### src/hw/rtl/rgb7_pkg.sv
package rgb7_pkg;

    localparam int PIX_W   = 8;   // one colour component
    localparam int FIELD_W = 10;  // one channel of a stored error word, in 1/16 units
    localparam int ERR_W   = 6;   // integer quantisation error of one channel
    localparam int WORD_W  = 3 * FIELD_W;
    localparam int CODE_W  = 7;
    localparam int INC_W   = 11;  // stored error plus seven times the right carry

    localparam int RED_BITS   = 2;
    localparam int GREEN_BITS = 3;
    localparam int BLUE_BITS  = 2;

    localparam int CFG_IDX_W  = 2;
    localparam int CFG_DATA_W = 11;

    localparam logic [CFG_IDX_W-1:0] CFG_DITHER_ENABLE = 2'd0;
    localparam logic [CFG_IDX_W-1:0] CFG_LINE_WIDTH    = 2'd1;

    localparam logic [CFG_DATA_W-1:0] LINE_WIDTH_RESET = 11'd256;

    // Per-pixel controls shared by the three channel lanes.
    typedef struct packed {
        logic dither;
        logic col_gt0;
    } lane_ctrl_t;

endpackage

### src/hw/rtl/rgb7_lane.sv
module rgb7_lane #(
    parameter int CODE_BITS = 2
) (
    input  logic [rgb7_pkg::PIX_W-1:0]   pixel_i,
    input  logic [rgb7_pkg::FIELD_W-1:0] store_i,
    input  logic [rgb7_pkg::ERR_W-1:0]   right_i,
    input  logic [rgb7_pkg::FIELD_W-1:0] pending_i,
    input  rgb7_pkg::lane_ctrl_t         ctrl_i,
    output logic [CODE_BITS-1:0]         code_o,
    output logic [rgb7_pkg::ERR_W-1:0]   err_o,
    output logic [rgb7_pkg::FIELD_W-1:0] left_o,
    output logic [rgb7_pkg::FIELD_W-1:0] pend_o
);

    logic [rgb7_pkg::INC_W-1:0]   right_term;
    logic [rgb7_pkg::INC_W-1:0]   inc;
    logic [rgb7_pkg::PIX_W:0]     sum;
    logic [rgb7_pkg::PIX_W-1:0]   value;
    logic [rgb7_pkg::ERR_W-1:0]   prev;

    always_comb begin
        right_term = ctrl_i.col_gt0 ?
                     rgb7_pkg::INC_W'(right_i) * rgb7_pkg::INC_W'(7) : '0;
        inc = rgb7_pkg::INC_W'(store_i) + right_term;
        // Only the integer part of the diffused error is added.
        sum = (rgb7_pkg::PIX_W + 1)'(pixel_i)
            + (rgb7_pkg::PIX_W + 1)'(inc[rgb7_pkg::INC_W-1:4]);
        if (!ctrl_i.dither) begin
            value = pixel_i;
        end else if (sum[rgb7_pkg::PIX_W]) begin
            value = '1;
        end else begin
            value = sum[rgb7_pkg::PIX_W-1:0];
        end
        err_o = ctrl_i.dither ?
                rgb7_pkg::ERR_W'(value[rgb7_pkg::PIX_W-1-CODE_BITS:0]) : '0;
        prev   = ctrl_i.col_gt0 ? right_i : '0;
        left_o = pending_i
               + rgb7_pkg::FIELD_W'(err_o) * rgb7_pkg::FIELD_W'(3);
        pend_o = rgb7_pkg::FIELD_W'(prev)
               + rgb7_pkg::FIELD_W'(err_o) * rgb7_pkg::FIELD_W'(5);
        code_o = value[rgb7_pkg::PIX_W-1 -: CODE_BITS];
    end

endmodule

### config.mk
export PLATFORM = sky130hd
export DESIGN_NAME = rgb7_lane
export DESIGN_NICKNAME = d
export VERILOG_FILES = /design/src/hw/rtl/rgb7_pkg.sv /design/src/hw/rtl/rgb7_lane.sv
export SDC_FILE = /design/constraint.sdc
export NUM_CORES = 1
export LEC_CHECK = 0
export BUFFER_PORTS_ARGS = -buffer_cell sky130_fd_sc_hd__buf_2
export CAP_MARGIN = 20
export CORE_MARGIN = 4
export CORE_UTILIZATION = 50
export DETAILED_ROUTE_END_ITERATION = 8
export PLACE_DENSITY = 0.87
export RECOVER_POWER = 100
export SLEW_MARGIN = 20
export SYNTH_ARGS = -nofsm -noshare
export SYNTH_HDL_FRONTEND = slang
export SYNTH_SLANG_ARGS = --single-unit
### constraint.sdc
create_clock -name vclk -period 9.24
set_clock_uncertainty 0.2 [all_clocks]
set_input_delay 0.924 -clock vclk [all_inputs]
set_output_delay 0.924 -clock vclk [all_outputs]
set_load 0.02 [all_outputs]
# After elaboration in Yosys (flattened, before gate mapping)
# Cells that the tools add are included.
word_totals:
  output_inout_bits: 28
  register_bits: 0
  word_cells: 12
  in_bits: 36
op_classes:
  add_sub_neg: 4
  multipliers: 3
  muxes: 5
op_table:
  columns: ["op", "count"]
  rows:
  - ["$mul A6 B3 Y9 const B", 2]
  - ["$mux W8", 2]
  - ["$mux W6", 2]
  - ["$add A10 B9 Y11", 1]
  - ["$add A10 B8 Y10", 1]
  - ["$add A6 B9 Y10", 1]
  - ["$add A8 B7 Y9", 1]
  - ["$mux W9", 1]
  - ["$mul A6 B2 Y8 const B", 1]

# Depth between registers and ports, before layout
# Gate-level depths: netlist of the first run.
depth:
  word_depth: 9
  depth_mapped: 26
  mapped_depth_nobuf: 25

# Worst setup path after synthesis of the first run
# No wires, ideal clock.
synth_timing:
  kind: "input port to output port"
  from: "input right_i[0] in the netlist's numbering"
  to: "output pend_o[8] in the netlist's numbering"
  arrival_ns: 6.824
  setup_slack_ns: 1.292
  cell_stages: 23
  required_time_ns: 8.116
  path_cell_list: "fa_1 -> ha_1 -> fa_1 -> a21oi_1 -> o21bai_1 -> xnor2_1 -> and2_1 -> ha_1 -> inv_1 -> or4_1 -> nand3_1 -> ha_1 -> a211o_1 -> a2111oi_4 -> nor3b_2 -> buf_6 -> o21a_1 -> ha_1 -> fa_1 -> ha_1 -> a21oi_1 -> o21ai_0 -> o41a_1"
synth_between:
  elab_chain_cells: 9
synth_rtl:
  columns: ["element", "line_no", "rtl"]
  rows:
  - ["start, declared", "rgb7_lane.sv:6", "input logic [rgb7_pkg::ERR_W-1:0] right_i,"]
  - ["$mul A6 B3 Y9", "rgb7_lane.sv:23", "rgb7_pkg::INC_W'(right_i) * rgb7_pkg::INC_W'(7) : '0;"]
  - ["$mux W9", "rgb7_lane.sv:22", "right_term = ctrl_i.col_gt0 ?"]
  - ["$add A10 B9 Y11", "rgb7_lane.sv:24", "inc = rgb7_pkg::INC_W'(store_i) + right_term;"]
  - ["$add A8 B7 Y9", "rgb7_lane.sv:27", "+ (rgb7_pkg::PIX_W + 1)'(inc[rgb7_pkg::INC_W-1:4]);"]
  - ["$mux W8", "rgb7_lane.sv:30", "end else if (sum[rgb7_pkg::PIX_W]) begin"]
  - ["$mux W8", "rgb7_lane.sv:28", "if (!ctrl_i.dither) begin"]
  - ["$mux W6", "rgb7_lane.sv:35", "err_o = ctrl_i.dither ?"]
  - ["net err_o (one bit)", "rgb7_lane.sv:10", "output logic [rgb7_pkg::ERR_W-1:0] err_o,"]
  - ["$mul A6 B3 Y9", "rgb7_lane.sv:41", "+ rgb7_pkg::FIELD_W'(err_o) * rgb7_pkg::FIELD_W'(5);"]
  - ["$add A6 B9 Y10", "rgb7_lane.sv:41", null]
  - ["end, declared", "rgb7_lane.sv:12", "output logic [rgb7_pkg::FIELD_W-1:0] pend_o"]
# The timed path passes the listed nets, and every way through them passes these cells.

# Final worst setup path of the first run
layout_timing:
  from: "input right_i[0] in the netlist's numbering"
  to: "output pend_o[8] in the netlist's numbering"
layout_between:
  elab_chain_cells: 9
layout_rtl:
  columns: ["element", "line_no"]
  rows:
  - ["$mul A6 B3 Y9", "rgb7_lane.sv:23"]
  - ["$mux W9", "rgb7_lane.sv:22"]
  - ["$add A10 B9 Y11", "rgb7_lane.sv:24"]
  - ["$add A8 B7 Y9", "rgb7_lane.sv:27"]
  - ["$mux W8", "rgb7_lane.sv:30"]
  - ["$mux W8", "rgb7_lane.sv:28"]
  - ["$mux W6", "rgb7_lane.sv:35"]
  - ["$mul A6 B3 Y9", "rgb7_lane.sv:41"]
  - ["$add A6 B9 Y10 (*)", "rgb7_lane.sv:41"]
# Mark *: on every way between the ends. The rest lies on a longest branch, timed or not.

==> reports/qor.yml, run 1 <==
status: "finished clean"
area_growth_pct: 13.91
seq_power_share_pct: 0
syn_avg_cell_area_um2: 8.313
rsz0062_at_grt: "false"
post-place-ws_ns: 0.7839
ys_seq_area_share_pct: 0
nNetsFinal: 422
grt_pass1_vias: 2006
io_pins: 64
dieArea_um2: 5513
drv_slew: 0
routed_via_density: 5.635
period_minus_slack_ns: 8.539
synthMuxAreaShare_pct: 1.482
finalSetupTns_ns: 0
cp_max_fo: 12
holdCritPathClass: "primary input to primary output"
synth_top_family_by_area: "adder cells"
cts_setup_buffers: 0
diodes: 0
first_pass_iters: 4
die_x_um: 74.25
drtAntennaViolNets: 0
clock_buffers: 0
num_rows: 23
ys_warn_count: 0
endpoint: "pend_o[8]"
worst_slack_ns: 0.7007
peakVddDrop_mv: 0.3901
routed_wl_um: 5178
seq_cells: 0
core_um2: 4115
antenna_found_initial: 0
dp_cells: 370
hold_viol_final: 0
seqCellArea_um2: 0
final_common_cell: "ha_1"
dpl.hpwl_um: 4637
clock.fmax_mhz: 117.1
critPathArrivalTime_ns: 7.42
hold_depth: 3
synth_area_um2: 2195
grt.total_usage_pct: 18.76
grt_max_degree: 20
synth_xor_xnor_area_share_pct: 7.184
p_leak_nw: 1.258
globalRouteOverflowTotal: 0
critPathRequiredTime_ns: 8.12
p_sw_mw: 0.5233
p_clk_share_pct: 0
internal_power_mw: 0.3073
start_kind: "primary input"
wl_per_cell_um: 13.99
fin_hold_ws_ns: 1.985
numPortBuffers: 63
drt_iter0_markers: 99
vias: 2085
syn_nets: 364
most-common-layout-cells: "ha_1, buf_2, inv_1"
initial_core_util_pct: 53.33
drc: 0
finalSetupViolCount: 0
p_comb_share_pct: 100.0
synthesis.instances: 264
switching_share_pct: 63.01
cts_hold_buf: 0
finalNonFillerCells: 370
final_layout_size_suffix_gt1_share_pct: 15.63
powerDensity_nw_per_um2: 332.3
cts_resized: 0
criticalPathCategory: "primary input to primary output"
grt_first_pass_wirelength_um: 8556
finalCritPeriodShare_pct: 92.42
yosys.area_share.simple_pct: 17.96
synth-compound-area-share_pct: 24.23
maxCapViolCount: 0
maxSlewHeadroom_pct: 56.82
place_congestion: 0.8920
cp-startpoint: "right_i[0]"
finalPower_mw: 0.8306
worst_pin_slew_ns: 0.6448
hold_path.startpoint: "pending_i[0]"
synthAdderAreaFrac_pct: 42.30
synth_cell_type_count: 51
crit_path_end_kind: "primary output"
die_h_um: 74.25
## cell type report
| class | instances | area [µm²] |
|---|---|---|
| Timing Repair Buffer | 63 | 290.3 |
| Tap cell | 50 | 62.56 |
| Multi-Input combinational cell | 229 | 2042 |
| Inverter | 28 | 105.1 |
| Fill cell | 390 | 1615 |
## routing by layer
metal	vias to the layer above	share of wire (%)	global-route usage (%)
met1	959	45	25.17
met5	-	0	0
li1	1067	-	-
met2	51	50	34.06
met3	8	4.2	1.486
met4	0	1.2	1.976
## how the worst min path moves through the flow
stage,end,slack (ns)
4_1_cts,left_o[0],1.99
3_3_place_gp,left_o[8],1.97
5_1_grt,left_o[0],2.01
6_report,left_o[0],1.98
2_1_floorplan,left_o[8],1.79
3_5_place_dp,left_o[0],1.99
## stage by stage
step	utilization, %	area [µm²]
after global routing	60.75	2500
after global placement	61.51	2531
after floorplan	-	2195
final	60.75	2500
after CTS	61.51	2531
after detailed placement	61.51	2531
## synthesized netlist by cell type (2+ instances only)
master | number | area share (%)
o21bai_1 | 4 | 1.4
o211ai_1 | 3 | 1.0
clkbuf_1 | 4 | 0.68
o31ai_1 | 2 | 0.68
xnor2_1 | 11 | 4.4
nor2b_1 | 4 | 1.1
nand3_1 | 4 | 0.91
a21o_1 | 5 | 1.7
nor3_1 | 7 | 1.6
o21ai_0 | 10 | 2.3
nand4b_1 | 2 | 0.80
nand4_1 | 4 | 1.1
nor3b_1 | 3 | 1.0
nand2_1 | 10 | 1.7
ha_1 | 47 | 27
inv_1 | 28 | 4.8
xor2_1 | 7 | 2.8
a21oi_1 | 13 | 3.0
o21a_1 | 7 | 2.4
a211oi_1 | 6 | 2.1
a2111oi_4 | 2 | 2.5
o21ai_1 | 5 | 1.1
and2_1 | 12 | 3.4
buf_4 | 2 | 0.68
mux2_2 | 2 | 1.0
a211o_1 | 2 | 0.80
fa_1 | 17 | 16
nor2_1 | 18 | 3.1
## logic make-up (layout without fill, tap and decap cells)
| group | count (synthesis) | count (layout) |
|---|---|---|
| simple gates | 72 | 72 |
| compound gates | 71 | 71 |
| fa+ha+maj | 64 | 64 |
| buf+inv | 35 | 91 |
| xor+xnor | 18 | 18 |
| mux | 3 | 3 |
| other cells | 1 | 1 |
## power groups by stage
stage	registers [mW]	logic (mW)	clock network, mW
floorplan	0	0.650	0
global placement	0	0.837	0
detailed placement	0	0.856	0
CTS	0	0.862	0
global route	0	0.926	0
finish	0	0.831	0
## critical path: stages
cell	delay [ns]
buf_2	0.14
fa_1	0.50
ha_1	0.23
fa_1	0.40
a21oi_1	0.16
o21bai_1	0.11
xnor2_1	0.14
and2_1	0.16
ha_1	0.34
nand2_1	0.08
o21ai_0	0.10
a221oi_1	0.45
xnor2_1	0.18
ha_1	0.34
or2_2	0.19
a21oi_1	0.10
nor3b_2	0.56
o21a_1	0.31
ha_1	0.29
fa_1	0.50
ha_1	0.35
a21oi_1	0.25
o21ai_0	0.14
o41a_1	0.31
clkbuf_1	0.17
Note: power is estimated with default switching activity, not from simulation.
==> run 2, diff against run 1 <==
--- a/config.mk
+++ b/config.mk
@@ -8,9 +8,9 @@
 export BUFFER_PORTS_ARGS = -buffer_cell sky130_fd_sc_hd__buf_2
 export CAP_MARGIN = 20
 export CORE_MARGIN = 4
-export CORE_UTILIZATION = 50
+export CORE_UTILIZATION = 55
 export DETAILED_ROUTE_END_ITERATION = 8
-export PLACE_DENSITY = 0.87
+export PLACE_DENSITY_LB_ADDON = 0.15
 export RECOVER_POWER = 100
 export SLEW_MARGIN = 20
 export SYNTH_ARGS = -nofsm -noshare
==> run 2 against run 1 <==
Non-clock buffer count unchanged. Wire length is 7.0% lower. Combinational power decreased by 0.8%. Critical path type unchanged.
==> reports/qor.yml, run 2 (synthesis results as in run 1) <==
finalCritPeriodShare_pct: 92.21
crit_family: "adder cells"
criticalPathCategory: "primary input to primary output"
rsz0062_at_grt: "false"
maxCapViolCount: 0
period_minus_slack_ns: 8.520
drt_iter0_markers: 91
clock.fmax_mhz: 117.4
final_common_cell: "ha_1"
globalRouteOverflowTotal: 0
final_area_um2: 2495
hold_depth: 3
worst_pin_slew_ns: 0.6044
initial_core_util_pct: 58.20
place_congestion: 0.8580
grt_max_degree: 20
finalSetupViolCount: 0
dieArea_um2: 5064
p_leak_nw: 1.251
finalPower_mw: 0.8237
routed_via_density: 5.609
antenna_found_initial: 0
io_pins: 64
hold_path.startpoint: "pending_i[8]"
num_rows: 22
routed_wl_um: 4816
hold_viol_final: 0
seqCellArea_um2: 0
finalNonFillerCells: 368
core_um2: 3771
diodes: 0
clock_buffers: 0
start_kind: "primary input"
first_pass_iters: 4
peakVddDrop_mv: 0.3492
nNetsFinal: 422
maxSlewHeadroom_pct: 59.53
fillers: 341
drv_slew: 0
p_comb_share_pct: 100.0
drc: 0
grt_pass1_vias: 2020
vias: 2064
internal_power_mw: 0.3048
wl_per_cell_um: 13.09
dp_cells: 368
area_growth_pct: 13.68
seq_cells: 0
holdPathEnd: "left_o[8]"
status: "finished clean"
numPortBuffers: 63
die_h_um: 71.17
powerDensity_nw_per_um2: 330.1
cts_setup_buffers: 0
cts_hold_buf: 0
holdCritPathClass: "primary input to primary output"
cp_max_fo: 12
p_sw_mw: 0.5189
crit_path_end_kind: "primary output"
postLayoutCoreUtil_pct: 66.16
multi_input_area_um2: 2042
placed_area_um2: 2529
switching_share_pct: 63.00
critPathRequiredTime_ns: 8.12
most-common-layout-cells: "ha_1, buf_2, inv_1"
critical_path.max_stage_delay_ns: 0.55
worst-path-buf-inv: 3
finalSetupTns_ns: 0
drtAntennaViolNets: 0
grt.total_usage_pct: 19.33
dpl.hpwl_um: 4316
grt_first_pass_wirelength_um: 8418
critPathArrivalTime_ns: 7.40
seq_power_share_pct: 0
die_x_um: 71.17
cpMaxStageDelayCell: "fa_1"
p_clk_share_pct: 0
cts_resized: 0
final_layout_size_suffix_gt1_share_pct: 15.00
run 2: cell count changes in the layout (fill, tap and decap cells not counted):
| cell | delta |
|---|---|
| buf_2 | -2 |
| clkbuf_1 | +2 |
run 2: how the worst max path moves through the flow:
stage	slack, ns	depth (start not counted)	startpoint	end
2_1_floorplan	1.29	23	right_i[0]	pend_o[8]
3_3_place_gp	0.94	24	right_i[0]	pend_o[8]
3_5_place_dp	0.82	24	right_i[0]	pend_o[8]
4_1_cts	0.82	25	right_i[0]	pend_o[8]
5_1_grt	0.17	26	right_i[1]	left_o[9]
6_report	0.72	27	right_i[0]	left_o[7]
run 2: power by group through the flow:
stage	Sequential, mW	Combinational (mW)	Clock, mW
after global placement	0	0.839	0
after detailed placement	0	0.853	0
after CTS	0	0.860	0
after global routing	0	0.925	0
final	0	0.824	0
after floorplan	0	0.650	0
run 2: layout make-up:
class,instances,share of cell area [%]
Tap cell,48,2.407
Inverter,28,4.213
Timing Repair Buffer,63,11.53
Multi-Input combinational cell,229,81.85
run 2: per-layer routing:
layer	vias up	GRT usage (%)	share of wire, %
met4	0	1.670	0.81
met1	939	26.48	47
met5	-	0	0
li1	1067	-	-
met2	54	34.49	47
met3	4	1.136	4.6
run 2: metrics by stage:
step	setup slack [ns]	hold slack, ns
after floorplan	1.292	1.790
after global placement	0.9395	1.978
after detailed placement	0.8216	1.982
after CTS	0.8187	1.982
after global routing	0.1689	2.017
final	0.7202	1.995
run 2: tightest hold or removal path: stages:
cell and delay [ns]:
buf_2 0.11, xnor2_1 0.07, clkbuf_1 0.16
==> run 3, diff against run 2 <==
--- a/config.mk
+++ b/config.mk
@@ -11,7 +11,6 @@
 export CORE_UTILIZATION = 55
 export DETAILED_ROUTE_END_ITERATION = 8
 export PLACE_DENSITY_LB_ADDON = 0.15
-export RECOVER_POWER = 100
 export SLEW_MARGIN = 20
 export SYNTH_ARGS = -nofsm -noshare
 export SYNTH_HDL_FRONTEND = slang
==> run 3 against run 2 <==
Final area increased by 1.4%. Hold slack got worse by 0.012 ns. Combinational power increased by 3.4%. Largest cell class unchanged. Largest power group unchanged.
==> reports/qor.yml, run 3 (synthesis results as in run 1) <==
drv_slew: 0
crit_path_end_kind: "primary output"
globalRouteOverflowTotal: 0
maxSlewHeadroom_pct: 58.71
drc: 0
use_met2_pct: 34.49
final_common_cell: "buf_2"
first_pass_iters: 4
grt_max_degree: 20
p_clk_share_pct: 0
cts_setup_buffers: 0
place_congestion: 0.8580
die_h_um: 71.17
area_growth_pct: 15.22
grt_first_pass_wirelength_um: 8418
cts_hold_buf: 0
initial_core_util_pct: 58.20
hold_viol_final: 0
p_comb_share_pct: 100.0
rsz0062_at_grt: "false"
p_leak_nw: 1.320
grt_pass1_vias: 2020
io_pins: 64
period_minus_slack_ns: 8.436
cts_resized: 0
drt_iter0_markers: 98
critPathArrivalTime_ns: 7.31
seq_power_share_pct: 0
hold_depth: 3
p_sw_mw: 0.5172
vias: 2059
fillers: 323
core_um2: 3771
maxCapViolCount: 0
start_kind: "primary input"
seq_cells: 0
finalCritPeriodShare_pct: 91.30
diodes: 0
most-common-layout-cells: "buf_2, ha_1, inv_1"
clock_buffers: 0
powerDensity_nw_per_um2: 336.7
hold_path.startpoint: "pending_i[8]"
routed_via_density: 5.595
use_met3_pct: 1.136
holdCritPathClass: "primary input to primary output"
status: "finished clean"
die_x_um: 71.17
num_rows: 22
drtAntennaViolNets: 0
finalSetupViolCount: 0
dieArea_um2: 5064
criticalPathCategory: "primary input to primary output"
seqCellArea_um2: 0
final_layout_size_suffix_gt1_share_pct: 22.19
busiest_layer: "met2"
switching_share_pct: 60.74
fin_hold_ws_ns: 1.983
critPathRequiredTime_ns: 8.12
dpl.hpwl_um: 4316
worst_pin_slew_ns: 0.6167
numPortBuffers: 63
wl_per_cell_um: 13.12
internal_power_mw: 0.3343
routed_wl_um: 4827
clock.fmax_mhz: 118.5
holdPathEnd: "left_o[8]"
nNetsFinal: 422
peakVddDrop_mv: 0.3624
cp_max_fo: 12
met1_usage_pct: 26.48
grt.total_usage_pct: 19.33
antenna_found_initial: 0
finalSetupTns_ns: 0
run 3: cell count changes in the layout (fill, tap and decap cells not counted):
cell / change
a221oi_2: +1
o21ai_1: +1
buf_2: +22
clkbuf_1: -22
a221oi_1: -1
o21ai_0: -1
run 3: power groups by stage:
stage          Clock, mW  Combinational [mW]  Sequential [mW]
2_1_floorplan          0               0.650                0
3_3_place_gp           0               0.839                0
3_5_place_dp           0               0.853                0
4_1_cts                0               0.860                0
5_1_grt                0               0.953                0
6_report               0               0.852                0
run 3: final cells by class:
cell class / instances / area [µm²] / area share [%]
multi-input cells: 229 / 2048 / 81.00
repair buffers: 63 / 315.3 / 12.47
inverters: 28 / 105.1 / 4.156
well taps: 48 / 60.06 / 2.375
run 3: how the worst max path moves through the flow:
stage	startpoint	endpoint	slack, ns	depth (start not counted)
CTS	right_i[0]	pend_o[8]	0.82	25
global route	right_i[1]	left_o[9]	0.32	26
finish	right_i[0]	pend_o[8]	0.80	25
detailed placement	right_i[0]	pend_o[8]	0.82	24
floorplan	right_i[0]	pend_o[8]	1.29	23
global placement	right_i[0]	pend_o[8]	0.94	24
run 3: critical path, stage by stage:
cell       delay [ns]
buf_2            0.14
fa_1             0.48
ha_1             0.22
fa_1             0.40
a21oi_1          0.16
o21bai_1         0.10
xnor2_1          0.15
and2_1           0.17
ha_1             0.35
inv_1            0.14
nor2_1           0.06
a311o_1          0.33
xor2_1           0.15
ha_1             0.34
o21a_1           0.21
a2111oi_4        0.09
nor3b_2          0.55
o21a_1           0.33
ha_1             0.28
fa_1             0.49
ha_1             0.35
a21oi_1          0.27
o21ai_0          0.14
o41a_1           0.31
buf_2            0.16
run 3: stage by stage:
| step | instance area, µm² | power (mW) | setup slack, ns | std cells | util, % |
|---|---|---|---|---|---|
| after global routing | 2529 | 0.9529 | 0.3205 | 368 | 67.05 |
| after detailed placement | 2529 | 0.8529 | 0.8216 | 368 | 67.05 |
| after CTS | 2529 | 0.8598 | 0.8187 | 368 | 67.05 |
| final | 2529 | 0.8515 | 0.8036 | 368 | 67.05 |
| after global placement | 2529 | 0.8395 | 0.9395 | 368 | 67.05 |
| after floorplan | 2195 | 0.6504 | 1.292 | 264 | - |
run 3: layer usage:
metal	wire length (µm)	part of all wire (%)	vias to the layer above
met4	39	0.81	0
li1	-	-	1065
met3	204	4.2	4
met1	2299	48	941
met5	0	0	-
met2	2283	47	49
